<file path="src/rtl/kcs_ram.sv">
// generic single-write, single-read ram with registered read data
module kcs_ram #(
    parameter int WIDTH = 32,
    parameter int DEPTH = 64
) (
    input  logic                     clk,
    input  logic                     we,
    input  logic [$clog2(DEPTH)-1:0] waddr,
    input  logic [WIDTH-1:0]         wdata,
    input  logic [$clog2(DEPTH)-1:0] raddr,
    output logic [WIDTH-1:0]         rdata
);

    logic [WIDTH-1:0] mem [DEPTH];

    always_ff @(posedge clk)
    begin
        if (we)
        begin
            mem[waddr] <= wdata;
        end
        rdata <= mem[raddr];
    end

endmodule

</file>
<file path="config.mk">
export PLATFORM = sky130hd
export DESIGN_NAME = kcs_ram
export DESIGN_NICKNAME = d
export VERILOG_FILES = /design/src/rtl/kcs_ram.sv
export SDC_FILE = /design/constraint.sdc
export NUM_CORES = 2
export LEC_CHECK = 0
export ABC_AREA = 0
export BUFFER_PORTS_ARGS = -buffer_cell sky130_fd_sc_hd__buf_2
export CAP_MARGIN = 25
export CORE_ASPECT_RATIO = 1.2
export CORE_UTILIZATION = 57
export DETAILED_ROUTE_END_ITERATION = 8
export PLACE_DENSITY = 0.82
export SYNTH_ARGS = -nofsm -noshare
export SYNTH_HDL_FRONTEND = slang
export SYNTH_SLANG_ARGS = --single-unit
</file>
<file path="constraint.sdc">
create_clock -name clk -period 4.8 [get_ports clk]
set_input_delay 1.44 -clock clk [delete_from_list [all_inputs] [get_ports clk]]
set_output_delay 1.44 -clock clk [all_outputs]
set_load 0.01 [all_outputs]
</file>
# After elaboration in Yosys (flattened, before gate mapping)
# Memories as Yosys holds them, arrays and structs flattened. A register that Yosys moved wholly into a read port is not among the register bits.
# Index checks and enable logic that the tools add are counted.
# word_totals
reg_bits	0
wordCells	3
n_memories	1
inputBits	46
ramBits	2048
output_inout_bits	32
# memory_table
memory	words	word_bits	read_ports	rd_clocked_by_memory_dff	write_ports	line_no	rtl
mem	64	32	1	1	1	14	logic [WIDTH-1:0] mem [DEPTH];
# op_classes
n_mux	2
# ops
operator	count
$mux 1	2

# Logic depth before layout (Yosys ltp)
# logic_depth
depth_word	2
ltp_mapped	10
depth_no_buf	5

# Worst setup path after synthesis
# Ideal clock, no wire load.
# synth_timing
kind	in2reg
from	input waddr[3]
to	memory mem[48][0], enable pin
slack_ns	0.200
setup_time_ns	0.461
arrival_ns	4.139
stages	4
t_required_ns	4.339
path_cell_list	clkbuf_1 -> nor2b_1 -> nand4b_1 -> nor3_1
# synth_lines
item	line_no	rtl
from (decl)	8	input logic [$clog2(DEPTH)-1:0] waddr,
to (decl)	14	
# Straight into the memory's write port.

==> out/results.ini <==
[setup_path]
critical_path_peak_fanout=30
critical_path.reg2reg.startpoint=mem[50][14]
r2r_setup_slack_ns=2.43
cp-endpoint=rdata[14]
worst_setup_path_startpoint=raddr[1]
timing.critical_path.to_type=register
cp_cell_sequence=buf_8, buf_12, buf_4, buf_4, mux4_2, mux4_2, o22ai_1, nor2_1
cp.required_ns=5.48
crit_path_class=in -> reg
crit_path_top_delay_cell=o22ai_1
critPathArrivalTime_ns=4.51
ff2ff_path_depth=4
critical_path.top_delay_family=buffers and inverters
rr_endpoint=rdata[14]
launching_element_type_of_the_critical_path=primary input
critical-path-max-stage-delay_ns=0.62
critPathBufInv=4
worstSetupPathDepth=8

[routing]
drtIter0Drc=6543
vias_per_cell=7.17
dr.pass1.iters=6
drc=0
wl_per_cell_microns=39.0
antenna_violating_nets_post_route=0
num_vias=40100
routed_wirelength_mm=218

[timing]
clock.fmax_mhz=261
rsz0062_at_grt=false
min_period_over_period_pct=79.8
timing_hold_violations_final=0
max_slew_margin_pct=26.3
post-route-min-period_ns=3.83
worst_clock_skew_ns=0.0347
tightestPinTransition_ns=1.11
setup_ws_ns=0.968
setup_tns_ns=0
setup-violations-final=0
slew_viol_final=0

[cells_and_area]
nFillCells=7865
postLayoutCellArea_sq_um=89100
area_growth_syn_to_layout_pct=13.5
layout-drive-gt1-share_pct=31.1
finish.cell_count_without_fillers=5586
finalNetCount=3667
register_area_sq_um=62100
multi_input_comb_area_sq_um=16000

[grt]
total_gr_overflow=0
grt_pass1_wl_mm=302
first_global_vias=40400
globalRouteTotalUtil_pct=31.6
grt_antenna_before_repair=26
pin_count_of_the_biggest_net_entering_global_routing=60

[synth]
synth_edf_count=2048
async_reset_ff_share_pct=0
post_synthesis_net_count=3370
yosys_register_bits=2080
synth_area_sq_um=78500
postSynthCellCount=3324
yosys_most_used_dff=edfxtp_1
synth_sequential_area_ratio_pct=79.1
synth_top_area_share_pct=78.3
syn_area_per_cell_sq_um=23.6
synthTopCellsByCount=edfxtp_1, mux4_2, nor2_1
synth-warning-count=0
synth.lib_cells_used.distinct=34
netlist_top_cells_area=edfxtp_1, mux4_2, mux2i_1
synthDominantAreaCellType=edfxtp_1
synth_most_common_cell=edfxtp_1

[floorplan]
top_level_ports=78
chipHeight_microns=409
placementRows=148
initial_core_util_pct=57.7
core_sq_um=136000
chipWidth_microns=341
dieArea_sq_um=139000

[placement]
gp_congestion=0.966
dp_cells=5228
worst_slack_at_placement_ns=0.418
io_buffers=77
hpwl_mm=117
dpl_cell_area_sq_um=83000

[pwr]
peakVddDrop_mv=0.448
leakage_power_nw=27.9
power_density_nw_per_um2=417
total_power_mw=37.2

[clocking]
clockBufferDepth=3
cts-buffers-inserted=186
cts_tree=done
cts.repair.resized=0
clk_latency_ns=0.84
cts_sinks=2080
post_cts.repair.setup_buffers=0
holdBufCountCts=0
h-tree-depth=4
clock-root-buffer=clkbuf_16
worst_setup_hold_path_clk_slew_ns=0.07

[flow_run]
drv.max_cap_violation_count=0

[hold_path]
min-delay-path-class=reg -> reg

[status]
outcome=complete, no violations

## logic make-up (layout without fill, tap and decap cells)
kind of cell / Yosys count / after routing / share of synthesized area [%]
AND/OR/NAND/NOR: 223 / 223 / 1.27
other: 0 / 10 / 0
multiplexers: 637 / 637 / 16.8
flip-flops: 2080 / 2080 / 79.1
buffers and inverters: 182 / 634 / 1.13
AO/OA/AOI/OAI: 202 / 202 / 1.67
## flip-flops by register name (all words and copies together) (netlist names)
| name | count |
|---|---|
| mem | 2048 |
| rdata | 32 |
## placed cells by master, fill, tap and decap left out, drive strengths merged, types with 5 or more instances in the layout
| cell | n |
|---|---|
| edfxtp | 2048 |
| mux4 | 544 |
| buf | 291 |
| clkbuf | 228 |
| nor2 | 137 |
| mux2i | 93 |
| o22ai | 84 |
| clkinv | 81 |
| a21oi | 62 |
| dfxtp | 32 |
| o221ai | 27 |
| nand2 | 26 |
| bufinv | 17 |
| nor2b | 15 |
| a22oi | 12 |
| diode | 10 |
| inv | 9 |
| nand2b | 8 |
| a311oi | 8 |
| clkinvlp | 8 |
| nor3 | 7 |
| nand3b | 5 |
| nand3 | 5 |
| or3b | 5 |
## tightest hold or removal path, stage by stage (launching register included)
cell and delay [ns]:
edfxtp_1 0.32, mux2i_1 0.07, nand2_1 0.08, a311oi_1 0.11, nor3_1 0.17
## area by class of cell
class | instances | area share, %
Antenna cell | 10 | 0.0281
Clock buffer | 228 | 5.54
Clock inverter | 115 | 1.24
Multi-Input combinational cell | 1062 | 17.9
Sequential cell | 2080 | 69.7
Tap cell | 1800 | 2.53
Timing Repair Buffer | 291 | 3.04
## worst min-delay path by stage
stage                     start   endpoint  slack, ns  cells past startpoint
global route        mem[29][20]  rdata[20]       0.86                      4
CTS                 mem[28][17]  rdata[17]       0.80                      4
detailed placement  mem[28][17]  rdata[17]       0.75                      4
floorplan           mem[12][17]  rdata[17]       0.66                      4
global placement    mem[28][17]  rdata[17]       0.72                      4
finish              mem[28][17]  rdata[17]       0.80                      4
## power by group
part | internal (mW) | leakage, nW | switching (mW)
Sequential | 20.1 | 18.7 | 0.109
Clock | 8.27 | 2.96 | 6.64
Combinational | 0.740 | 6.27 | 1.33
## per-stage QoR
stage / hold slack, ns / utilization, %
after CTS: 0.797 / 65.4
after global routing: 0.856 / 65.5
after global placement: 0.721 / 60.8
after floorplan: 0.663 / -
after detailed placement: 0.751 / 61.0
final: 0.803 / 65.5
## layer usage
metal,global-route usage (%),routed length (microns),vias to the layer above
met5,0,463,-
met4,20.1,16500,38
met3,8.94,28500,906
met2,50.2,105000,3708
met1,38.4,67700,20600
li1,-,-,14800
Note: power is estimated with default switching activity, not from simulation.
