## config.mk

```make
export PLATFORM = sky130hd
export DESIGN_NAME = kcs_blend
export DESIGN_NICKNAME = d
export VERILOG_FILES = /design/src/rtl/kcs_pkg.sv /design/src/rtl/kcs_blend.sv
export SDC_FILE = /design/constraint.sdc
export NUM_CORES = 2
export LEC_CHECK = 0
export BUFFER_PORTS_ARGS = -buffer_cell sky130_fd_sc_hd__buf_2
export CAP_MARGIN = 20
export CORE_ASPECT_RATIO = 1.2
export CORE_MARGIN = 3
export CORE_UTILIZATION = 48
export DETAILED_ROUTE_END_ITERATION = 10
export GPL_ROUTABILITY_DRIVEN = 0
export PLACE_DENSITY = 0.73
export SETUP_SLACK_MARGIN = 0.02
export SLEW_MARGIN = 15
export SYNTH_ARGS = -nofsm -noshare
export SYNTH_HDL_FRONTEND = slang
export SYNTH_SLANG_ARGS = --single-unit
```

## constraint.sdc

```tcl
create_clock -name clk -period 16 [get_ports clk]
set_clock_uncertainty 0.05 [all_clocks]
set_input_delay 0.8 -clock clk [delete_from_list [all_inputs] [get_ports clk]]
set_output_delay 0.8 -clock clk [all_outputs]
set_load 0.005 [all_outputs]
```

## src/rtl/kcs_pkg.sv

```systemverilog
// shared types and constants for the keyframe channel sampler
package kcs_pkg;

    localparam int MAX_KEYS     = 64;
    localparam int KEY_AW       = $clog2(MAX_KEYS);
    localparam int KEY_IDX_W    = 6;
    localparam int KEY_CNT_W    = 7;
    localparam int CFG_DATA_W   = 7;
    localparam int CFG_IDX_W    = 1;
    localparam int FRAC_W       = 16;
    localparam int DIV_CNT_W    = $clog2(FRAC_W);
    localparam int COMP_N       = 3;
    localparam int COMP_IDX_W   = $clog2(COMP_N);
    localparam int BLEND_PROD_W = 33 + FRAC_W + 1;

    localparam logic KIND_LOAD   = 1'b0;
    localparam logic KIND_SAMPLE = 1'b1;

    localparam logic [CFG_IDX_W-1:0] CFG_KEY_COUNT    = 1'b0;
    localparam logic [CFG_IDX_W-1:0] CFG_CHANNEL_PATH = 1'b1;

    typedef struct packed {
        logic                 kind;
        logic [KEY_IDX_W-1:0] key_index;
        logic [31:0]          time_value;
        logic signed [31:0]   value_x;
        logic signed [31:0]   value_y;
        logic signed [31:0]   value_z;
    } in_t;

    typedef struct packed {
        logic signed [31:0]   out_x;
        logic signed [31:0]   out_y;
        logic signed [31:0]   out_z;
        logic [KEY_IDX_W-1:0] prev_key;
        logic                 target_property;
    } out_t;

    typedef struct packed {
        logic [31:0]        key_time;
        logic signed [31:0] x;
        logic signed [31:0] y;
        logic signed [31:0] z;
    } key_t;

    typedef logic [COMP_N-1:0][31:0] vec3_t;

endpackage

```

## src/rtl/kcs_blend.sv

```systemverilog
// shared multiplier blending the three components one after another
module kcs_blend (
    input  logic                       clk,
    input  logic                       rst_n,
    input  logic                       start,
    input  kcs_pkg::vec3_t             v0,
    input  kcs_pkg::vec3_t             v1,
    input  logic [kcs_pkg::FRAC_W-1:0] f,
    output logic                       done,
    output kcs_pkg::vec3_t             res
);
    import kcs_pkg::*;

    logic [COMP_IDX_W-1:0]    idx_reg;
    logic                     phase_reg;
    logic                     busy_reg;
    logic                     done_reg;
    logic signed [BLEND_PROD_W-1:0] prod_reg;
    vec3_t                    res_reg;

    logic signed [32:0]             diff;
    logic signed [BLEND_PROD_W-1:0] prod;
    logic signed [BLEND_PROD_W-1:0] rounded;
    logic signed [BLEND_PROD_W-1:0] scaled;
    logic [31:0]                    res_c;

    // v0 + round((v1 - v0) * f / 2^16)
    always_comb
    begin
        diff    = $signed({v1[idx_reg][31], v1[idx_reg]})
                - $signed({v0[idx_reg][31], v0[idx_reg]});
        prod    = diff * $signed({1'b0, f});
        rounded = prod_reg + (BLEND_PROD_W'(1) << (FRAC_W - 1));
        scaled  = rounded >>> FRAC_W;
        res_c   = v0[idx_reg] + scaled[31:0];
    end

    always_ff @(posedge clk or negedge rst_n)
    begin
        if (!rst_n)
        begin
            busy_reg  <= 1'b0;
            done_reg  <= 1'b0;
            phase_reg <= 1'b0;
            idx_reg   <= '0;
        end
        else
        begin
            done_reg <= 1'b0;
            if (start)
            begin
                busy_reg  <= 1'b1;
                phase_reg <= 1'b0;
                idx_reg   <= '0;
            end
            else if (busy_reg)
            begin
                phase_reg <= !phase_reg;
                if (phase_reg)
                begin
                    if (idx_reg == COMP_IDX_W'(COMP_N - 1))
                    begin
                        busy_reg <= 1'b0;
                        done_reg <= 1'b1;
                    end
                    else
                    begin
                        idx_reg <= idx_reg + 1'b1;
                    end
                end
            end
        end
    end

    always_ff @(posedge clk)
    begin
        if (busy_reg && !phase_reg)
        begin
            prod_reg <= prod;
        end
        if (busy_reg && phase_reg)
        begin
            res_reg[idx_reg] <= res_c;
        end
    end

    assign done = done_reg;
    assign res  = res_reg;

endmodule

```

Yosys cells after proc, flatten, opt, wreduce, memory -nomap -nowiden
Cells that the tools add are included.
{"block": "totals", "regBits": 149, "latch_bits": 0, "mem_bits_rw": 0, "romBits": 0, "input_bits": 211, "word_cells": 45, "n_memories": 0}
{"block": "op_classes", "add_sub_neg": 4, "multipliers": 1, "div": 0, "order_cmp": 2, "n_eq_ne": 2, "shifts": 0, "n_mux": 21, "bitwise": 0, "n_reduce_logical": 7}
{"operator": "binary-select mux 32 bit (select 2 bit)", "count": 2}
{"operator": "bitwise mux 96 bit", "count": 1}
{"operator": "two-way mux 32 bit", "count": 3}
{"operator": "demux 32 bit (select 2 bit)", "count": 1}
{"operator": "adder 48 x 17 -> 48 bit (second input constant)", "count": 1}
{"operator": "multiplier 33 x 17 -> 48 bit", "count": 1}
{"operator": "subtractor 32 x 32 -> 33 bit", "count": 1}
{"operator": "adder 32 bit", "count": 1}
{"operator": "two-way mux 1 bit", "count": 10}
{"operator": "two-way mux 2 bit", "count": 4}
{"operator": "nonzero test 2 bit", "count": 2}
{"operator": "logical AND 1 bit", "count": 3}
{"operator": "less-than comparator 2 x 3 -> 1 bit (second input constant)", "count": 1}
{"operator": "AND reduction 3 bit", "count": 1}
{"operator": "adder 2 x 1 -> 2 bit (second input constant)", "count": 1}
{"operator": "equality test 2 bit (second input constant)", "count": 1}
{"operator": ">= comparator 2 x 1 -> 1 bit (second input constant)", "count": 1}
{"operator": "!= test 2 bit (second input constant)", "count": 1}
{"operator": "zero test 1 bit", "count": 1}

Depth between registers and ports, before layout
{"block": "depth", "depth_word": 5, "depth_mapped": 40, "ltp_nobuf": 37}

Worst setup path before layout
OpenSTA, ideal clock, no wires.
{"block": "synth_path", "path_kind": "flip-flop to flip-flop", "start": "register idx_reg[0]", "end": "register prod_reg[47] (data pin)", "setup_ns": 0.260, "arrival_ns": 9.424, "required_ns": 15.690, "setup_slack_ns": 6.267, "path_stages_with_launch": 39, "period_less_slack_ns": 9.733, "cell_sequence": "dfrtp_1 -> clkbuf_1 -> clkbuf_1 -> clkbuf_1 -> mux2i_1 -> nor2_1 -> a21oi_1 -> ha_1 -> inv_1 -> fa_1 -> a211oi_1 -> o21ai_0 -> a21boi_0 -> o21ai_0 -> nand2_1 -> nand2_1 -> a21oi_1 -> xnor2_1 -> [3 not listed] -> fa_1 -> fa_1 -> inv_1 -> fa_1 -> fa_1 -> inv_1 -> fa_1 -> inv_1 -> ha_1 -> and3_1 -> nor3b_1 -> a221o_1 -> a2111oi_2 -> nand4_1 -> a311oi_2 -> o21ai_1 -> xnor2_1 -> xnor2_1"}
{"block": "synth_via", "elab_chain_len": 4, "elab_cells_between_ends": 6}
{"item": "from (decl)", "line": "kcs_blend.sv:14", "rtl": "logic [COMP_IDX_W-1:0] idx_reg;"}
{"item": "from (signal assigned)", "line": "kcs_blend.sv:68", "rtl": "idx_reg <= idx_reg + 1'b1;"}
{"item": "binary-select mux 32 bit (select 2 bit), on equally long branches", "line": "kcs_blend.sv:30, kcs_blend.sv:31"}
{"item": "two-way mux 32 bit, on equally long branches", "line": "kcs_blend.sv:30, kcs_blend.sv:31"}
{"item": "subtractor 32 x 32 -> 33 bit (*)", "line": "kcs_blend.sv:31", "rtl": "- $signed({v0[idx_reg][31], v0[idx_reg]});"}
{"item": "multiplier 33 x 17 -> 48 bit (*)", "line": "kcs_blend.sv:32", "rtl": "prod = diff * $signed({1'b0, f});"}
{"item": "net prod[47]", "line": "kcs_blend.sv:22", "rtl": "logic signed [BLEND_PROD_W-1:0] prod;"}
{"item": "to (signal assigned)", "line": "kcs_blend.sv:79", "rtl": "prod_reg <= prod;"}
{"item": "to (decl)", "line": "kcs_blend.sv:18", "rtl": "logic signed [BLEND_PROD_W-1:0] prod_reg;"}
Mark *: on every way through the listed nets, which the timed path passes. The rest lies on a longest branch. The select of a mux whose other input is x is not followed.
A chain may end at the register's enable or synchronous reset.

Final worst setup path
{"block": "layout_path", "start": "register idx_reg[0]", "end": "register prod_reg[45] (data pin)"}
The elaborated chain is that of the path after synthesis.

==> summary.md <==
| Metric | Value |
|---|---|
| Status | `completed` |
| Final setup viols | `0` |
| Setup bufs post-CTS | `0` |
| DP HPWL | `62,900 microns` |
| Starting density of the core | `a little under 50%` |
| Worst-skew pair later-pin latency | `0.43 ns` |
| Post-synthesis cell count | `about 3,100` |
| Largest register FFs | `96` |
| Detailed Route WL | `roughly 81,000 microns` |
| Tmin final | `~11 ns` |
| Achievable Freq | `90.9 MHz` |
| Setup TNS | `0 ns` |
| Synth top area cells | `fa_1, edfxtp_1, ha_1` |
| Resized cells post-CTS | `0` |
| Slew HR | `a little over a fifth` |
| Synth Cell Area | `28,200 sq um` |
| Input/output buffers | `between 300 and 400` |
| Number of global-route vias before repair | `approximately 23,000` |
| EDFF count, synth | `129` |
| Rows | `between 90 and 100` |
| Async SR Flop Fraction | `3.73%` |
| Register area share after synthesis | `14.2%` |
| Clock Tree Buf Depth | `2` |
| Synth top area share | `34.5%` |
| CTS root buffer | `clkbuf_16` |
| Nets | `about 4,200` |
| First-pass DRT Iterations | `5` |
| Fin. Hold Viols | `0` |
| Num CTS Buffers | `17` |
| Final core utilization | `54.0%` |
| Fin crit share | `68.7%` |
| Largest net degree at the start of global routing | `68` |
| First-pass GRT wire length | `roughly 130,000 microns` |
| Yosys warning count | `0` |
| Ports | `308` |
| GRT Residual Overflow | `0` |
| DR WL/cell | `between 20 and 25 microns` |
| # hold bufs at CTS | `0` |
| CORE AREA | `57,700 sq um` |
| Antenna viol nets, final | `0` |
| CP Data Arrival Time | `11.13 ns` |
| Kind of critical path | `reg2reg` |
| Post-synth top area cell | `fa_1` |
| Initial antenna violation count | `15` |
| CP required | `16.13 ns` |
| Buf+Inv Stages, Crit Path | `5` |
| Yosys reg bits | `134` |
| Chip height | `272 microns` |
| P&R area growth vs syn | `10.2%` |
| Via-to-Cell Ratio | `5.54` |
| Top_reg_cell synth | `edfxtp_1` |
| DRC | `0` |
| Vias post-DR | `between 20,000 and 25,000` |
| Yosys cell types | `75` |
| Max-slew violation count | `0` |
| Design area | `31,100 sq um` |
| Maximum fanout along the worst path | `54` |
| Crit-path most repeated cell | `fa_1` |
| Initial DRC count | `1,470` |
| Hold Path Class | `in2async` |
| Cell area after placement | `between 30,000 and 40,000 sq um` |
| Clock sinks | `between 100 and 150` |
| Layout cell share with drive strength beyond 1 | `13.6%` |
| Global Route Usage Sum | `a little over a quarter` |
| Slew @ Worst Pin | `1.17 ns` |
| Die area | `61,800 sq um` |
| Syn_area_per_cell | `9.20 sq um` |
| CP max stage cell | `o31a_1` |
| Synth top cells by count | `inv_1, fa_1, nand2_1` |
| Syn nets | `around 3,900` |
| Worst setup SP type | `flop` |
| Die X | `227 microns` |
| H-tree depth | `4` |
| Top-count cell post-synth | `inv_1` |
| Worst-path clk slew | `around 0.060 ns` |
| CP endpoint kind | `flop` |
| CP peak stage delay | `approximately 0.87 ns` |
| Max-Cap Viols | `0` |
| Unrepaired setup endpoints after global routing | `false` |
| Delay-heaviest family, CP | `adder cells` |
| CTS tree | `yes` |
[kinds of logic (layout without fill, tap and decap cells)]
| family | after synthesis | after routing | share of synthesized area, % |
|---|---|---|---|
| fa+ha+maj | 667 | 667 | 42.5 |
| other cells | 0 | 12 | 0 |
| buf+inv | 749 | 975 | 10.1 |
| mux | 96 | 96 | 3.44 |
| compound gates | 381 | 381 | 9.28 |
| xor+xnor | 134 | 134 | 4.16 |
| simple gates | 909 | 909 | 16.4 |
| flops | 134 | 134 | 14.2 |
[stage by stage]
| stage | hold WS (ns) | instances | setup WS [ns] |
|---|---|---|---|
| 3_3_place_gp | 0.537 | 3998 | 5.14 |
| 5_1_grt | 0.131 | 4038 | 4.41 |
| 2_1_floorplan | 0.454 | 3070 | 6.27 |
| 6_report | 0.139 | 4043 | 5.00 |
| 3_5_place_dp | 0.552 | 3999 | 5.03 |
| 4_1_cts | 0.126 | 4031 | 5.04 |
[per-layer routing]
layer,vias to the layer above,GRT usage (%),share of wire [%]
li1,10120,-,-
met1,11064,33.0,40
met2,1015,44.1,48
met3,202,5.53,8.5
met4,6,11.3,4.0
met5,-,0,0.050
[worst paths after layout]
check | from | to | slack [ns] | cells after the start
worst max-delay path | idx_reg[0] | prod_reg[45] | 5.00 | 34
worst min-delay path | rst_n | idx_reg[0] | 0.14 | 1
worst max register to register | idx_reg[0] | prod_reg[45] | 5.00 | 34
worst min register to register | busy_reg | busy_reg | 0.60 | 1
max in group asynchronous | rst_n | idx_reg[0] | 15.60 | 1
min in group clk | start | idx_reg[0] | 0.57 | 2
[cell usage in the layout, fill, tap and decap left out, types with 12 or more instances in the layout]
cell type	instances
a21o_1	69
a21oi_1	124
and2_1	230
and3_1	20
and3b_1	15
buf_2	307
buf_4	42
clkbuf_16	17
diode_2	12
edfxtp_1	129
fa_1	486
ha_1	180
inv_1	594
mux2i_1	87
nand2_1	350
nand2b_1	24
nand3_1	56
nand3b_1	21
nor2_1	77
nor2b_1	29
nor3_1	25
o21a_1	12
o21ai_0	63
o21bai_1	13
xnor2_1	85
xor2_1	36
[cell type report]
type | count | area [sq um]
Antenna cell | 12 | 30.0
Clock buffer | 19 | 433
Clock inverter | 13 | 124
Fill cell | 5153 | 26500
Inverter | 594 | 2230
Multi-Input combinational cell | 2187 | 21500
Sequential cell | 134 | 4000
Tap cell | 735 | 920
Timing Repair Buffer | 349 | 1850
Power is not shown: default switching activity piles up to over one toggle a cycle in this logic, so the estimate is an artifact.
