## src/rtl/kcs_pkg.sv

```systemverilog
// shared types and constants for the keyframe channel sampler
package kcs_pkg;

    localparam int MAX_KEYS     = 64;
    localparam int KEY_AW       = $clog2(MAX_KEYS);
    localparam int KEY_IDX_W    = 6;
    localparam int KEY_CNT_W    = 7;
    localparam int CFG_DATA_W   = 7;
    localparam int CFG_IDX_W    = 1;
    localparam int FRAC_W       = 16;
    localparam int DIV_CNT_W    = $clog2(FRAC_W);
    localparam int COMP_N       = 3;
    localparam int COMP_IDX_W   = $clog2(COMP_N);
    localparam int BLEND_PROD_W = 33 + FRAC_W + 1;

    localparam logic KIND_LOAD   = 1'b0;
    localparam logic KIND_SAMPLE = 1'b1;

    localparam logic [CFG_IDX_W-1:0] CFG_KEY_COUNT    = 1'b0;
    localparam logic [CFG_IDX_W-1:0] CFG_CHANNEL_PATH = 1'b1;

    typedef struct packed {
        logic                 kind;
        logic [KEY_IDX_W-1:0] key_index;
        logic [31:0]          time_value;
        logic signed [31:0]   value_x;
        logic signed [31:0]   value_y;
        logic signed [31:0]   value_z;
    } in_t;

    typedef struct packed {
        logic signed [31:0]   out_x;
        logic signed [31:0]   out_y;
        logic signed [31:0]   out_z;
        logic [KEY_IDX_W-1:0] prev_key;
        logic                 target_property;
    } out_t;

    typedef struct packed {
        logic [31:0]        key_time;
        logic signed [31:0] x;
        logic signed [31:0] y;
        logic signed [31:0] z;
    } key_t;

    typedef logic [COMP_N-1:0][31:0] vec3_t;

endpackage

```

## src/rtl/kcs_div.sv

```systemverilog
// restoring serial divider producing the fractional blend factor
module kcs_div (
    input  logic                        clk,
    input  logic                        rst_n,
    input  logic                        start,
    input  logic [31:0]                 num,
    input  logic [31:0]                 den,
    output logic                        done,
    output logic [kcs_pkg::FRAC_W-1:0]  quot
);
    import kcs_pkg::*;

    logic [31:0]          rem_reg;
    logic [31:0]          den_reg;
    logic [FRAC_W-1:0]    q_reg;
    logic [DIV_CNT_W-1:0] cnt_reg;
    logic                 busy_reg;
    logic                 done_reg;
    logic [32:0]          shifted;
    logic [32:0]          trial;
    logic                 fits;

    // remainder stays below the divisor as long as the dividend starts below it
    always_comb
    begin
        shifted = {rem_reg, 1'b0};
        trial   = shifted - {1'b0, den_reg};
        fits    = !trial[32];
    end

    always_ff @(posedge clk or negedge rst_n)
    begin
        if (!rst_n)
        begin
            busy_reg <= 1'b0;
            done_reg <= 1'b0;
            cnt_reg  <= '0;
        end
        else
        begin
            done_reg <= 1'b0;
            if (start)
            begin
                busy_reg <= 1'b1;
                cnt_reg  <= '0;
            end
            else if (busy_reg)
            begin
                cnt_reg <= cnt_reg + 1'b1;
                if (cnt_reg == DIV_CNT_W'(FRAC_W - 1))
                begin
                    busy_reg <= 1'b0;
                    done_reg <= 1'b1;
                end
            end
        end
    end

    always_ff @(posedge clk)
    begin
        if (start)
        begin
            rem_reg <= num;
            den_reg <= den;
        end
        else if (busy_reg)
        begin
            rem_reg <= fits ? trial[31:0] : shifted[31:0];
            q_reg   <= {q_reg[FRAC_W-2:0], fits};
        end
    end

    assign done = done_reg;
    assign quot = q_reg;

endmodule

```

## config.mk

```make
export PLATFORM = sky130hd
export DESIGN_NAME = kcs_div
export DESIGN_NICKNAME = d
export VERILOG_FILES = /design/src/rtl/kcs_pkg.sv /design/src/rtl/kcs_div.sv
export SDC_FILE = /design/constraint.sdc
export NUM_CORES = 1
export LEC_CHECK = 0
export ABC_AREA = 1
export BUFFER_PORTS_ARGS = -buffer_cell sky130_fd_sc_hd__buf_4
export CORE_ASPECT_RATIO = 1.5
export CORE_MARGIN = 3
export CORE_UTILIZATION = 50
export CTS_CLUSTER_DIAMETER = 100
export CTS_CLUSTER_SIZE = 28
export DETAILED_ROUTE_END_ITERATION = 16
export HOLD_SLACK_MARGIN = 0.05
export PLACE_DENSITY = 0.73
export SYNTH_ARGS = -nofsm -noshare
export SYNTH_HDL_FRONTEND = slang
export SYNTH_SLANG_ARGS = --single-unit
```

## constraint.sdc

```tcl
create_clock -name clk -period 2.71 [get_ports clk]
set_input_delay 0 -clock clk [delete_from_list [all_inputs] [get_ports clk]]
set_output_delay 0 -clock clk [all_outputs]
set_load 0.02 [all_outputs]
```

## Word level (Yosys, flattened, before mapping)

Index checks and enable logic that the tools add are counted.

- Memories kept: 0
- RAM bits: 0
- Bits in registers: 86
- Logic and storage cells: 24
- Output and inout port bits: 17
- ROM bits: 0
- Bits in latches: 0
- Input port bits: 67

- Equality and inequality tests: 1
- Shift operators: 0
- Mux-type cells: 11
- Multipliers: 0
- $add $sub $neg: 2
- Div/mod/pow operators: 0
- Bitwise logic cells: 1
- Reductions and logical operators: 3
- Magnitude comparators: 0

Operators with widths:

| kind | number |
|---|---|
| 32-bit two-way mux | 3 |
| 33-bit by 32-bit subtractor with 33-bit output | 1 |
| 4-bit two-way mux | 2 |
| 1-bit two-way mux | 6 |
| 4-bit by 1-bit adder with 4-bit output (second input constant) | 1 |
| 4-bit == test (second input constant) | 1 |
| 2-bit AND reduction | 1 |
| 2-bit nonzero test | 1 |
| 1-bit zero test | 1 |
| 1-bit NOT | 1 |

## Depth between registers and ports, before layout

Gate-level depths: netlist (run 1).

- Word-level depth: 4
- Gate-level depth with buffers: 16
- Depth with buffers taken out: 15

## Worst setup path before layout (run 1)

Ideal clock, no wire load.

- Path type: flip-flop to flip-flop
- From: reg rem_reg[0]
- To: reg rem_reg[23] (data pin)
- Library setup time: 0.254 ns
- Period minus slack after synthesis: 2.179 ns
- Buffers on the path: 1
- Arrival time: 1.926 ns
- Required time: 2.456 ns
- Cell stages (with the launch flop): 15
- Slack: 0.531 ns
- Cell sequence: edfxtp_1 > fa_1 > nand2_1 > nand2_1 > nand3_1 > nand2_2 > nand2_2 > nand2_2 > nand2_4 > nand3_4 > nand2_8 > buf_8 > nand2_1 > nand3_1 > nand2_1

- Longest elaborated chain between the ends: 4

RTL lines:

| what | line | source |
|---|---|---|
| start, declared | kcs_div.sv:13 | `logic [31:0] rem_reg;` |
| start signal, assigned | kcs_div.sv:63 | `rem_reg <= num;` |
| start signal, assigned | kcs_div.sv:68 | `rem_reg <= fits ? trial[31:0] : shifted[31:0];` |
| 33-bit by 32-bit subtractor with 33-bit output | kcs_div.sv:27 | `trial = shifted - {1'b0, den_reg};` |
| 32-bit two-way mux | kcs_div.sv:68 |  |
| 32-bit two-way mux | kcs_div.sv:66 | `else if (busy_reg)` |
| 32-bit two-way mux | kcs_div.sv:61 | `if (start)` |

No other way between the ends. The select of a mux whose other input is x is not followed.
A chain may end at the register's enable or synchronous reset.

## Worst setup path in the final report (run 1)

- From: reg rem_reg[22]
- To: reg rem_reg[1] (data pin)

Same word-level chain as after synthesis.

==> qor.yml, run 1 <==
outcome: "completed"
io_pins: 84
antenna_found_initial: 0
start_util_pct: 52.0
cellPowerDensity_nw_per_um2: 1030
gr-total-overflow: 0
port_buffers: 83
drc: 0
ir_drop_v: 0.000624
setup_viol: 0
timing.hold.ws_ns: 0.175
p_leak_nw: 4.38
ys_seq_area_share_pct: 40.3
crit_arrival_ns: 2.60
synth_async_sr_flop_share_pct: 6.98
ys.flop_type: "edfxtp_1"
slew_headroom_pct: 61.2
place_hpwl_um: 12900
cts.sinks: 86
cts-root-buf: "clkbuf_16"
drv_slew: 0
drtPass1Iterations: 6
syn_inst: 891
fin_crit_sh_pct: 92.1
fin_skew_ns: 0.0108
cts_buffers: 9
antenna_cells: 0
rows: 49
cp_max_fo: 13
max_stage_delay_ns: 0.41
area_growth_pct: 28.8
drtIter0Drc: 295
grt_max_degree: 49
worstMarginPinSlew_ns: 0.582
gp_congestion: 0.949
synth_cell_type_count: 37
yosys_warnings: 0
die_h_um: 144
vias_per_cell: 4.95
fp.dieW_um: 97.9
avgRoutedWirePerCell_um: 14.2
coreArea_um2: 12200
cpMostUsedCell: "nand2_1"
clk_pin_slew_ns: 0.07
drv_cap: 0
crit_path_end_kind: "flip-flop"
cts_htree_levels: 3
ant_nets: 0
clk_latency_ns: 0.35
cts_buffer_depth: 2
startpoint_type: "flip-flop"
grt_first_pass_wirelength_um: 28300
hold_viol: 0
crit_slowest_cell: "edfxtp_1"
required_ns: 2.81
drt-total-wl_um: 17100
crit_chain: "ha_1 > nand2_1 > inv_1 > nand2_1 > nand2_1 > inv_1 > nand2_1 > a21oi_4 > nand2_4 > nand2_4 > buf_4 > nand3_1 > nand3_1 > nand2_1"
syn_area_um2: 6340
die-area_um2: 14100
cts_tree: "done"
grt_use_total_pct: 25.1
vias: 5980
grt_pass1_vias: 6015
finalCriticalPeriod_ns: 2.50
drive_above_1_share_pct: 12.4
syn_avg_cell_area_um2: 7.12
synth_nets: 991
timing.fmax_mhz: 401
worstSetupPathType: "reg -> reg"
nets: 1150
synth_edf_count: 80
rsz0062_at_grt: "false"
postSynthRegisterBits: 86
finalSetupTns_ns: 0
hp-class: "in -> reg"
## per-layer routing
metal	vias up	global-route usage (%)	wire, µm
met3	39	2.91	665
met2	164	45.9	8890
met1	2694	30.0	7030
met5	-	0	0
met4	0	9.99	542
li1	3083	-	-
## metrics by stage
step                power, W  utilization, %  instances  area, µm²  worst slack [ns]
finish               0.00842            66.9       1208       8170             0.215
global route         0.00917            66.9       1208       8170            0.0252
CTS                  0.00835            66.8       1205       8150             0.159
global placement     0.00682            58.7       1123       7160             0.219
floorplan            0.00570               -        891       6340             0.531
detailed placement   0.00686            58.7       1123       7160             0.183
## worst paths after layout
kind / startpoint / to / slack [ns] / cells after the start
max: rem_reg[22]$_DFFE_PP_ / rem_reg[1]$_DFFE_PP_ / 0.21 / 14
min: start / den_reg[0]$_DFFE_PP_ / 0.17 / 1
max reg2reg: rem_reg[22]$_DFFE_PP_ / rem_reg[1]$_DFFE_PP_ / 0.21 / 14
min reg2reg: cnt_reg[3]$_DFFE_PN0P_ / cnt_reg[3]$_DFFE_PN0P_ / 0.46 / 1
max in group asynchronous: rst_n / busy_reg$_DFF_PN0_ / 1.89 / 3
min in group asynchronous: rst_n / cnt_reg[2]$_DFFE_PN0P_ / 0.59 / 3
## layout by cell type, fill, tap and decap left out, types with 2 or more instances in the layout
master	synthesis	layout
o21ai_0	4	4
inv_1	187	187
ha_1	32	32
nand2_8	2	2
nand3b_1	11	11
edfxtp_1	80	80
nand4_1	8	8
nand3_1	84	84
nand2_4	4	4
nand2_2	5	5
dfrtp_1	6	6
buf_4	2	93
bufinv_16	0	2
dlygate4sd3_1	0	66
a21oi_2	2	2
xnor2_1	10	10
o21bai_1	5	5
and2_1	4	4
nor3_1	7	7
a21oi_1	22	22
clkbuf_16	0	9
inv_6	0	3
buf_12	0	2
nand2_1	349	349
inv_2	2	2
nor2_1	41	41
## worst max-delay path: cells and delay by family, from the launching register on
kind | cells | cell delay, ns
flops | 1 | 0.41
simple gates | 9 | 0.88
buf+inv | 3 | 0.31
fa+ha+maj | 1 | 0.40
compound gates | 1 | 0.24
## report_power, final
group	switching, W	leakage, nW	internal, W	total [W]
combinational	0.00316	3.33	0.00180	0.00496
sequential	0.000191	0.891	0.00187	0.00206
clock	0.000573	0.163	0.000824	0.00140
## synth_stat cells, types with 2 or more instances
library cell	instances	area share, %
nor2_1	41	2.4
nand3b_1	11	1.3
o21bai_1	5	0.59
nand2_4	4	0.71
buf_6	3	0.53
and2_1	4	0.39
nand4_1	8	0.79
a21oi_1	22	1.7
nand2_2	5	0.49
nand3_1	84	6.6
xnor2_1	10	1.4
a21oi_2	2	0.28
nand2_1	349	21
inv_1	187	11
nand2_8	2	0.63
ha_1	32	6.3
o21ai_0	4	0.32
nor3_1	7	0.55
inv_2	2	0.12
edfxtp_1	80	38
buf_4	2	0.24
clkbuf_1	7	0.41
dfrtp_1	6	2.4
## final cells by class
class                   count  area, µm²
multi-input cells         602       2980
well taps                 153        191
clock buffers               9        225
flip-flops and latches     86       2550
repair buffers            161       1400
clock inverters             7        103
fillers                  1049       4030
inverters                 190        713
## kinds of logic after synthesis
logic type	after synthesis	share of synthesized area [%]
buffers and inverters	203	12.7
DFF	86	40.3
and+or+nand+nor	522	35.6
adders and majority gates	33	6.63
AOI/OAI and AO/OA	37	3.47
xor gates and xnor gates	10	1.38
## repair_timing
item / CTS / global route
hold buffers: 66 / 0
gates resized for setup: 0 / 0
buffers inserted: 0 / 3
endpoints found under the setup margin: 0 / 18
endpoints found under the hold margin: 70 / 0
No activity file was read; power rests on OpenSTA's default activity.
==> run 2: changes to the inputs <==
BUFFER_PORTS_ARGS = default   (was -buffer_cell sky130_fd_sc_hd__buf_4)
DONT_BUFFER_PORTS = 1   (was default)
PLACE_DENSITY = 0.67   (was 0.73)
==> run 2 against run 1 <==
  * Non-clock buffer count shrank 86
  * Clock-buffer cell count did not move
  * Via count is 6.9% lower
  * Sequential power hardly changed
  * Critical path depth stayed put
  * Largest cell class unchanged
  * Flip-flop and latch count did not move
  * Setup slack worse by 0.026 ns
  * Register-to-register slack worse by 0.03 ns
  * Clock skew shrank 0.0019 ns
  * Core utilization is 5.4 points lower
  * Critical endpoint is now rem_reg[12]$_DFFE_PP_
==> qor.yml, run 2 (synthesis results as in run 1) <==
grt_first_pass_wirelength_um: 27100
startpoint_type: "flip-flop"
setup_viol: 0
start_util_pct: 52.0
crit_arrival_ns: 2.61
crit_chain: "ha_1 > nand2_1 > nor2_2 > nand3_1 > nand2_2 > nand2_2 > nand2_2 > nand2_4 > nand2_4 > nand2_4 > nand2_8 > nand2_1 > nand3_1 > nand2_1"
cts_buffer_depth: 2
grt_use_total_pct: 24.3
crit_family: "simple AND/OR/NAND/NOR gates"
clkPwrFrac_pct: 15.1
fp.dieW_um: 97.9
clk_pin_slew_ns: 0.07
cts_htree_levels: 3
ant_nets: 0
drv_slew: 0
hold_viol: 0
crit_path_end_kind: "flip-flop"
required_ns: 2.80
ir_drop_v: 0.000567
cts_tree: "done"
gp_congestion: 0.956
fin_skew_ns: 0.00892
worst-path-buf-inv: 0
crit_slowest_cell: "edfxtp_1"
finalCriticalPeriod_ns: 2.52
cts-root-buf: "clkbuf_16"
area_growth_pct: 18.5
drc: 0
p_leak_nw: 3.95
cellPowerDensity_nw_per_um2: 1070
avgRoutedWirePerCell_um: 14.6
worstSetupPathType: "reg -> reg"
timing.fmax_mhz: 397
drive_above_1_share_pct: 4.64
p_seq_share_pct: 25.9
port_buffers: 0
worst_slack_ns: 0.188
outcome: "completed"
pre_cts_ws_ns: 0.148
fin_crit_sh_pct: 93.0
place_hpwl_um: 12500
nets: 1064
antenna_cells: 0
drv_cap: 0
rsz0062_at_grt: "true"
drtIter0Drc: 295
grt_pass1_vias: 5578
vias: 5570
pwr-share-comb_pct: 59.0
io_pins: 84
rows: 49
vias_per_cell: 4.96
die_h_um: 144
netSwitchingPower_w: 0.00387
cts.sinks: 86
slew_headroom_pct: 68.5
cts_buffers: 9
final_util_pct: 61.6
clk_latency_ns: 0.34
die-area_um2: 14100
drtPass1Iterations: 5
grt_max_degree: 67
gr-total-overflow: 0
drt-total-wl_um: 16400
intPower_w: 0.00420
hp-class: "in -> reg"
layout_common_cells: "nand2_1 (349), inv_1 (187), nand3_1 (84), edfxtp_1 (80), dlygate4sd3_1 (67)"
antenna_found_initial: 0
coreArea_um2: 12200
p_sw_share_pct: 48.0
max_stage_delay_ns: 0.41
cp_max_fo: 14
worstMarginPinSlew_ns: 0.470
layout_commonest_cell: "nand2_1"
[run 2: changes by cell type in the layout (fill, tap and decap cells not counted)]
cell / change
dlygate4sd3_1: +1
clkinv_8: +1
buf_4: -87
nor3_2: +1
buf_12: -1
nand2_4: -1
clkinvlp_4: +2
inv_6: -2
nor3_1: -1
bufinv_16: -2
buf_16: +1
nand2_8: +1
inv_8: +1
[run 2: stage by stage]
stage | hold slack [ns] | cell area, µm² | power (W) | cells | TNS (ns)
CTS | 0.0544 | 7490 | 0.00807 | 1121 | 0
global route | 0.232 | 7510 | 0.00888 | 1122 | -0.00628
finish | 0.184 | 7510 | 0.00807 | 1122 | 0
detailed placement | -0.295 | 6510 | 0.00673 | 1038 | 0
global placement | -0.295 | 6510 | 0.00670 | 1038 | 0
floorplan | -0.296 | 6340 | 0.00570 | 891 | 0
[run 2: metal layers]
| metal | up-vias | GRT usage (%) | routed length (µm) |
|---|---|---|---|
| li1 | 2919 | - | - |
| met5 | - | 0 | 0 |
| met1 | 2494 | 27.8 | 6740 |
| met2 | 133 | 45.7 | 8640 |
| met4 | 0 | 8.32 | 425 |
| met3 | 24 | 3.84 | 565 |
[run 2: final timing paths]
| path | startpoint | end | slack, ns | depth (start not counted) |
|---|---|---|---|---|
| worst max register to register | rem_reg[3]$_DFFE_PP_ | rem_reg[12]$_DFFE_PP_ | 0.19 | 14 |
| min in group asynchronous | rst_n | busy_reg$_DFF_PN0_ | 0.50 | 2 |
| worst max-delay path | rem_reg[3]$_DFFE_PP_ | rem_reg[12]$_DFFE_PP_ | 0.19 | 14 |
| worst min-delay path | start | rem_reg[30]$_DFFE_PP_ | 0.18 | 3 |
| max in group asynchronous | rst_n | cnt_reg[2]$_DFFE_PN0P_ | 1.98 | 2 |
| worst min register to register | cnt_reg[3]$_DFFE_PN0P_ | cnt_reg[3]$_DFFE_PN0P_ | 0.47 | 1 |
[run 2: repair_timing]
action / 4_1_cts / 5_1_grt
setup buffers: 0 / 0
gates resized for setup: 0 / 2
hold buffers: 67 / 1
hold endpoints to repair: 106 / 5
setup endpoints to repair: 0 / 11
[run 2: power by group through the flow]
stage	registers [W]	logic, W	clock network (W)
after floorplan	0.00206	0.00364	0
after global placement	0.00211	0.00459	0
after detailed placement	0.00211	0.00462	0
after CTS	0.00209	0.00474	0.00124
after global routing	0.00214	0.00544	0.00130
final	0.00209	0.00476	0.00122
[run 2: final cells by class]
type,count,area (µm²)
fillers,1177,4690
clock inverters,7,67.6
multi-input cells,602,3000
clock buffers,9,225
flip-flops and latches,86,2550
inverters,190,713
repair buffers,75,763
well taps,153,191
[run 2: tightest hold or removal path, cell delays in order]
cell and delay (ns):
clkinv_1 0.25, nand3_1 0.12, nand2_1 0.06
